`config.mk`:
```
export PLATFORM = sky130hd
export DESIGN_NAME = z80_accumulator_flag_alu_top
export DESIGN_NICKNAME = d
export VERILOG_FILES = /design/src/sv/zafa_pkg.sv /design/src/sv/z80_accumulator_flag_alu_top.sv /design/src/sv/zafa_byte_unit.sv /design/src/sv/zafa_word_unit.sv
export SDC_FILE = /design/constraint.sdc
export NUM_CORES = 1
export LEC_CHECK = 0
export BUFFER_PORTS_ARGS = -buffer_cell sky130_fd_sc_hd__buf_2
export CAP_MARGIN = 20
export CORE_MARGIN = 10
export CORE_UTILIZATION = 58
export DETAILED_ROUTE_END_ITERATION = 8
export HOLD_SLACK_MARGIN = 0.02
export PLACE_DENSITY = 0.79
export SLEW_MARGIN = 40
export SYNTH_ARGS = -nofsm -noshare
export SYNTH_HDL_FRONTEND = slang
export SYNTH_HIERARCHICAL = 1
export SYNTH_SLANG_ARGS = --single-unit
```
`constraint.sdc`:
```
create_clock -name clock -period 4.69 [get_ports clock]
set_input_delay 0.2345 -clock clock [delete_from_list [all_inputs] [get_ports clock]]
set_output_delay 0.2345 -clock clock [all_outputs]
set_load 0.005 [all_outputs]
```
`src/sv/zafa_pkg.sv`:
```
// ----------------------------------------------------------------------------
// zafa_pkg
// Shared types and codes of the Z80 accumulator and flag ALU: the request
// and response words, the operation codes and the flag bit positions.
// ----------------------------------------------------------------------------
package zafa_pkg;

   // operation codes
   localparam logic [3:0] OP_RLCA  = 4'd0;
   localparam logic [3:0] OP_RRCA  = 4'd1;
   localparam logic [3:0] OP_RLA   = 4'd2;
   localparam logic [3:0] OP_RRA   = 4'd3;
   localparam logic [3:0] OP_DAA   = 4'd4;
   localparam logic [3:0] OP_CPL   = 4'd5;
   localparam logic [3:0] OP_SCF   = 4'd6;
   localparam logic [3:0] OP_CCF   = 4'd7;
   localparam logic [3:0] OP_INC8  = 4'd8;
   localparam logic [3:0] OP_DEC8  = 4'd9;
   localparam logic [3:0] OP_ADD16 = 4'd10;
   localparam logic [3:0] OP_INC16 = 4'd11;
   localparam logic [3:0] OP_DEC16 = 4'd12;

   // flag byte bit positions: S Z 5 H 3 PV N C
   localparam int unsigned FLAG_S  = 7;
   localparam int unsigned FLAG_Z  = 6;
   localparam int unsigned FLAG_Y  = 5;
   localparam int unsigned FLAG_H  = 4;
   localparam int unsigned FLAG_X  = 3;
   localparam int unsigned FLAG_PV = 2;
   localparam int unsigned FLAG_N  = 1;
   localparam int unsigned FLAG_C  = 0;

   // request word
   typedef struct packed {
      logic [3:0]  opcode;
      logic [7:0]  operand_byte;
      logic [7:0]  flags_in;
      logic [15:0] word_left;
      logic [15:0] word_right;
   } req_type;

   // response word
   typedef struct packed {
      logic [7:0]  byte_result;
      logic [15:0] word_result;
      logic [7:0]  flags_out;
   } rsp_type;

endpackage

```
`src/sv/z80_accumulator_flag_alu_top.sv`:
```
// ----------------------------------------------------------------------------
// z80_accumulator_flag_alu_top
// Z80 accumulator and flag ALU: rotates, DAA, CPL, SCF, CCF, 8-bit INC/DEC,
// ADD HL,rp and 16-bit INC/DEC, one operation per word.
// ----------------------------------------------------------------------------
// A word is taken on every clock where start is high; busy is always low, so
// one operation per cycle is sustained. Each word gives exactly one response
// through the input register, then the result register, shown for one
// cycle with rsp_valid high. The receiver cannot stall the block and must
// take every response in the cycle it appears. Flag bits an operation does
// not touch, including bits 5 and 3, are copied from flags_in; codes 13 to 15
// pass the operand, word_left and the flags through unchanged.
module z80_accumulator_flag_alu_top (
   input  logic              clock,
   input  logic              reset,
   input  logic              start,
   output logic              busy,
   input  zafa_pkg::req_type req_word,
   output logic              rsp_valid,
   output zafa_pkg::rsp_type rsp_word
);

   logic              valid_ff;
   logic              valid_in;
   zafa_pkg::req_type req_ff;
   zafa_pkg::req_type req_in;
   logic              rsp_valid_ff;
   logic              rsp_valid_in;
   zafa_pkg::rsp_type rsp_ff;
   zafa_pkg::rsp_type rsp_in;

   logic [7:0]  byte_res;
   logic [7:0]  byte_flags;
   logic [15:0] word_res;
   logic [7:0]  word_flags;

   // never stalls
   assign busy = 1'b0;

   // input register
   assign valid_in = start & ~busy;
   assign req_in   = (start & ~busy) ? req_word : req_ff;

   always_ff @(posedge clock) begin
      if (reset) begin
         valid_ff <= 1'b0;
      end else begin
         valid_ff <= valid_in;
      end
      req_ff <= req_in;
   end

   // datapath
   zafa_byte_unit u_byte (
      .opcode       (req_ff.opcode),
      .operand_byte (req_ff.operand_byte),
      .flags_in     (req_ff.flags_in),
      .byte_result  (byte_res),
      .flags_out    (byte_flags)
   );

   zafa_word_unit u_word (
      .opcode      (req_ff.opcode),
      .flags_in    (req_ff.flags_in),
      .word_left   (req_ff.word_left),
      .word_right  (req_ff.word_right),
      .word_result (word_res),
      .flags_out   (word_flags)
   );

   // merge the two halves; only ADD16 changes flags on the word side
   always_comb begin
      rsp_in.byte_result = byte_res;
      rsp_in.word_result = word_res;
      rsp_in.flags_out   = (req_ff.opcode == zafa_pkg::OP_ADD16) ? word_flags : byte_flags;
   end
   assign rsp_valid_in = valid_ff;

   // result register
   always_ff @(posedge clock) begin
      if (reset) begin
         rsp_valid_ff <= 1'b0;
      end else begin
         rsp_valid_ff <= rsp_valid_in;
      end
      rsp_ff <= rsp_in;
   end

   assign rsp_valid = rsp_valid_ff;
   assign rsp_word  = rsp_ff;

   // every captured word reaches the result register next cycle
   assert property (@(posedge clock) disable iff (reset)
      valid_ff |=> rsp_valid_ff)
      else $error("captured word did not produce a response");

   assert property (@(posedge clock) disable iff (reset)
      !valid_ff |=> !rsp_valid_ff)
      else $error("response strobe without a captured word");

   // 16-bit steps leave the flags alone
   assert property (@(posedge clock) disable iff (reset)
      valid_ff && (req_ff.opcode == zafa_pkg::OP_INC16 ||
                   req_ff.opcode == zafa_pkg::OP_DEC16)
      |=> rsp_ff.flags_out == $past(req_ff.flags_in))
      else $error("16-bit step changed the flags");

   // 8-bit ops leave the word untouched
   assert property (@(posedge clock) disable iff (reset)
      valid_ff && (req_ff.opcode < zafa_pkg::OP_ADD16)
      |=> rsp_ff.word_result == $past(req_ff.word_left))
      else $error("8-bit operation changed the word result");

endmodule

```
`src/sv/zafa_byte_unit.sv`:
```
// ----------------------------------------------------------------------------
// zafa_byte_unit
// 8-bit side of the ALU: rotates, DAA, CPL, SCF, CCF, INC8 and DEC8 with
// their flags. Other codes pass the operand and flags through.
// ----------------------------------------------------------------------------
module zafa_byte_unit (
   input  logic [3:0] opcode,
   input  logic [7:0] operand_byte,
   input  logic [7:0] flags_in,
   output logic [7:0] byte_result,
   output logic [7:0] flags_out
);

   logic [7:0] a;
   logic [7:0] f;
   logic       oc;
   logic [7:0] rot_keep;
   logic [3:0] lo;
   logic       lo_gt9;
   logic       hi_gt99;
   logic [7:0] diff;
   logic       daa_c;
   logic       daa_h;
   logic [7:0] daa_b;
   logic [7:0] inc_b;
   logic [7:0] dec_b;

   assign a        = operand_byte;
   assign f        = flags_in;
   assign oc       = f[zafa_pkg::FLAG_C];
   // flags with H, N and C cleared
   assign rot_keep = {f[7:5], 1'b0, f[3:2], 2'b00};

   // decimal adjust correction
   assign lo      = a[3:0];
   assign lo_gt9  = (lo > 4'd9);
   assign hi_gt99 = (a > 8'h99);
   assign diff    = {1'b0, (hi_gt99 | oc), (hi_gt99 | oc), 1'b0,
                     1'b0, (lo_gt9 | f[zafa_pkg::FLAG_H]),
                     (lo_gt9 | f[zafa_pkg::FLAG_H]), 1'b0};
   assign daa_c   = oc | hi_gt99;
   assign daa_b   = f[zafa_pkg::FLAG_N] ? (a - diff) : (a + diff);
   assign daa_h   = f[zafa_pkg::FLAG_N] ? (f[zafa_pkg::FLAG_H] & (lo < 4'd6)) : lo_gt9;

   assign inc_b = a + 8'd1;
   assign dec_b = a - 8'd1;

   // operation select
   always_comb begin
      byte_result = a;
      flags_out   = f;
      case (opcode)
         zafa_pkg::OP_RLCA: begin
            byte_result = {a[6:0], a[7]};
            flags_out   = rot_keep | {7'd0, a[7]};
         end
         zafa_pkg::OP_RRCA: begin
            byte_result = {a[0], a[7:1]};
            flags_out   = rot_keep | {7'd0, a[0]};
         end
         zafa_pkg::OP_RLA: begin
            byte_result = {a[6:0], oc};
            flags_out   = rot_keep | {7'd0, a[7]};
         end
         zafa_pkg::OP_RRA: begin
            byte_result = {oc, a[7:1]};
            flags_out   = rot_keep | {7'd0, a[0]};
         end
         zafa_pkg::OP_DAA: begin
            byte_result = daa_b;
            flags_out   = {daa_b[7], (daa_b == 8'd0), f[5], daa_h, f[3],
                           ~(^daa_b), f[1], daa_c};
         end
         zafa_pkg::OP_CPL: begin
            byte_result = ~a;
            flags_out   = f | 8'h12;
         end
         zafa_pkg::OP_SCF: begin
            flags_out = rot_keep | 8'h01;
         end
         zafa_pkg::OP_CCF: begin
            flags_out = rot_keep | {3'd0, oc, 3'd0, ~oc};
         end
         zafa_pkg::OP_INC8: begin
            byte_result = inc_b;
            flags_out   = {inc_b[7], (inc_b == 8'd0), f[5], (lo == 4'hF), f[3],
                           (a == 8'h7F), 1'b0, oc};
         end
         zafa_pkg::OP_DEC8: begin
            byte_result = dec_b;
            flags_out   = {dec_b[7], (dec_b == 8'd0), f[5], (lo == 4'h0), f[3],
                           (a == 8'h80), 1'b1, oc};
         end
         default: begin
            byte_result = a;
            flags_out   = f;
         end
      endcase
   end

endmodule

```
`src/sv/zafa_word_unit.sv`:
```
// ----------------------------------------------------------------------------
// zafa_word_unit
// 16-bit side of the ALU: ADD HL,rp with H, N and C, and the 16-bit
// increment and decrement. Other codes pass word_left and flags through.
// ----------------------------------------------------------------------------
module zafa_word_unit (
   input  logic [3:0]  opcode,
   input  logic [7:0]  flags_in,
   input  logic [15:0] word_left,
   input  logic [15:0] word_right,
   output logic [15:0] word_result,
   output logic [7:0]  flags_out
);

   logic [16:0] sum;
   logic [12:0] half;

   // full sum and the carry out of bit 11
   assign sum  = {1'b0, word_left} + {1'b0, word_right};
   assign half = {1'b0, word_left[11:0]} + {1'b0, word_right[11:0]};

   always_comb begin
      word_result = word_left;
      flags_out   = flags_in;
      case (opcode)
         zafa_pkg::OP_ADD16: begin
            word_result = sum[15:0];
            flags_out   = {flags_in[7:5], half[12], flags_in[3:2], 1'b0, sum[16]};
         end
         zafa_pkg::OP_INC16: begin
            word_result = word_left + 16'd1;
         end
         zafa_pkg::OP_DEC16: begin
            word_result = word_left - 16'd1;
         end
         default: begin
            word_result = word_left;
            flags_out   = flags_in;
         end
      endcase
   end

endmodule

```
==> out/metrics.csv <==
metric;value;unit
post-layout min period;4370;ps
Clock Path Buffers;2;
Placeable Area;9860;um^2
drt via density;6.16;
Yosys Warn Count;6;
Starting DRT DRC Count;682;
most frequent cells in the layout;buf_2 (86), edfxtp_1 (52), nor2_1 (52), dlygate4sd3_1 (49), nand2_1 (41);
GR Util All Layers;24.7;%
FP Rows;36;
unrepaired setup endpoints after global routing;no;
HPWL reported at the end of detailed placement;12.5;mm
cell count after synthesis;616;
global-route wire length before repair;28.6;mm
synthesized area;5950;um^2
DRT Pass-1 Iters;6;
Clock Root Buffer;clkbuf_8;
Worst-Margin Slew;790;ps
Worst setup SP type;flop;
post-route ant nets;0;
Sink Count;86;
pre-CTS WS;398;ps
Die X;121;um
Antenna diodes;0;
PD cells;308;nW/um^2
clock slew at reported path FFs;80;ps
Peak VDD IR;0.281;mV
initial antenna violation count;0;
Cell variety after synth;93;
CP Class;flop to flop;
Power Total;0.00219;W
Placed Cells;807;
io pins;89;
Finished Layout Cells;872;
CTS tree;done;
Synth-to-Final Area Change;19.2;%
routed wire length;17.8;mm
Clock Latency Late Sink;390;ps
Final Slew Violations;0;
CP required;4960;ps
status;finished clean;
final-report setup violation count;0;
port buffer count;87;
Initial Util;60.3;%
H-tree levels;3;
die area;14700;um^2
R2R Setup Slk;320;ps
drt wl/cell;20.4;um
CP max FO;5;
Net count, final;828;
critical path capture point type;flop;
Setup Skew;18.3;ps
Most used DFF post-synth;edfxtp_1;
Vias;5368;
WP data arrival;4640;ps
setup repair bufs after CTS;0;
fmax;0.229;GHz
Synthesized Nets;710;
Die Span Y;121;um
Leak;2.88;nW
fin crit share;93.2;%
#FFs+latches synth;86;
Slew HR;46.9;%
# fillers;718;
number of max-cap violations;0;
Placer Congestion;0.957;
EDFF count, synth;52;
number of global-route vias before repair;5264;
share of layout cells above drive strength 1;21.7;%
part of the Yosys area used for sequential elements;37.7;%
total CTS buffers;9;
ys async rst share;0;%
DR DRC count;0;
GR Overflow Total;0;
worst setup margin;318;ps
Hold Path Class;input port to flop;
largest net degree at the start of global routing;54;
Final Hold Fails;0;
most common cell after layout, fill and taps aside;buf_2;
setup TNS;0;ps
Avg Cell Area, Syn;9.65;um^2
per-stage QoR:
stage          util (%)  hold slack (ps)  cell area, um^2
6_report           71.9             38.9             7090
5_1_grt            71.9             22.7             7090
4_1_cts            71.7             20.8             7070
3_5_place_dp       65.1              413             6420
3_3_place_gp       65.0              409             6410
2_1_floorplan         -              306             5950
final timing paths:
path                                               from                    to  cells past startpoint
worst max register to register     req_ff[41]$_DFFE_PP_   rsp_word[2]$_DFF_P_                     19
worst min-delay path                        req_word[1]   req_ff[1]$_DFFE_PP_                      1
worst min register to register  rsp_valid_in$_SDFF_PP0_  rsp_valid$_SDFF_PP0_                      1
worst max-delay path               req_ff[41]$_DFFE_PP_   rsp_word[2]$_DFF_P_                     19
layout make-up:
type	instances	area, um^2	area share (%)
clock inverters	7	56.3	0.794
repair buffers	149	1030	14.5
flip-flops and latches	86	2240	31.6
clock buffers	9	124	1.75
multi-input cells	472	3410	48.1
inverters	16	62.6	0.883
well taps	133	166	2.35
synthesized netlist by cell type (4+ instances only):
| cell type | number | area (um^2) |
|---|---|---|
| a31oi_1 | 8 | 50.1 |
| clkbuf_1 | 13 | 48.8 |
| nand4_1 | 6 | 37.5 |
| o21bai_1 | 6 | 45.0 |
| a22oi_1 | 7 | 52.6 |
| buf_2 | 14 | 70.1 |
| nor3_1 | 16 | 80.1 |
| o31ai_1 | 4 | 30.0 |
| o21ai_1 | 13 | 65.1 |
| nor2_1 | 52 | 195 |
| a21o_1 | 10 | 75.1 |
| o32ai_1 | 5 | 43.8 |
| nand3_1 | 12 | 60.1 |
| a211oi_1 | 6 | 45.0 |
| nand2b_1 | 7 | 43.8 |
| nor3b_1 | 4 | 30.0 |
| nand2_1 | 41 | 154 |
| mux2i_1 | 5 | 50.1 |
| nor2b_1 | 12 | 75.1 |
| o21ai_0 | 35 | 175 |
| ha_1 | 37 | 463 |
| inv_1 | 12 | 45.0 |
| a21oi_1 | 34 | 170 |
| edfxtp_1 | 52 | 1560 |
| and2_1 | 4 | 25.0 |
| nor4_1 | 5 | 31.3 |
| xnor2_1 | 14 | 123 |
| o22ai_1 | 9 | 56.3 |
| and3_1 | 5 | 31.3 |
| xor2_1 | 18 | 158 |
| mux2_4 | 9 | 135 |
| buf_4 | 10 | 75.1 |
| a21oi_2 | 4 | 35.0 |
| dfxtp_1 | 34 | 681 |
critical path, cell delays in order, from the launching register on:
cell      delay, ps
edfxtp_1        390
inv_1           160
ha_1            260
o21bai_1        110
a311o_1         350
a21oi_1         380
ha_1            310
inv_1            50
o21ai_0          70
ha_1            370
o21ai_0         110
o21bai_1        130
a21oi_1         100
xnor2_1         270
ha_1            290
xor2_1          150
xnor2_1         150
nor2_1           50
a211o_1         270
mux2_4          260
repair_timing:
item                                   in CTS  in global routing
gates resized for setup                     0                  0
hold buffers                               47                  2
endpoints found under the hold margin      48                  2
metal layers:
layer,up-vias,GRT usage (%),routed length (um)
met1,2552,33.5,7890
met2,248,36.6,7960
met3,27,7.58,1650
met5,-,0,0
met4,0,8.57,330
li1,2541,-,-
registers in the layout (all words and copies together), names as in the netlist:
| signal | flops |
|---|---|
| rsp_valid_in | 1 |
| rsp_valid | 1 |
| rsp_word | 32 |
| req_ff | 52 |
report_power, final:
| part | internal (W) | switching (W) |
|---|---|---|
| sequential | 0.000887 | 0.0000563 |
| combinational | 0.000334 | 0.000414 |
| clock | 0.000199 | 0.000295 |
cells by family after synthesis:
logic type / synth area share, %
AO/OA/AOI/OAI: 22.2
XOR/XNOR: 4.71
adder cells (fa/ha/maj): 8.46
buffers and inverters: 5.03
flip-flops: 37.7
multiplexers: 4.06
other: 0.0631
AND/OR/NAND/NOR: 17.7
No activity file was read; power rests on OpenSTA's default activity.
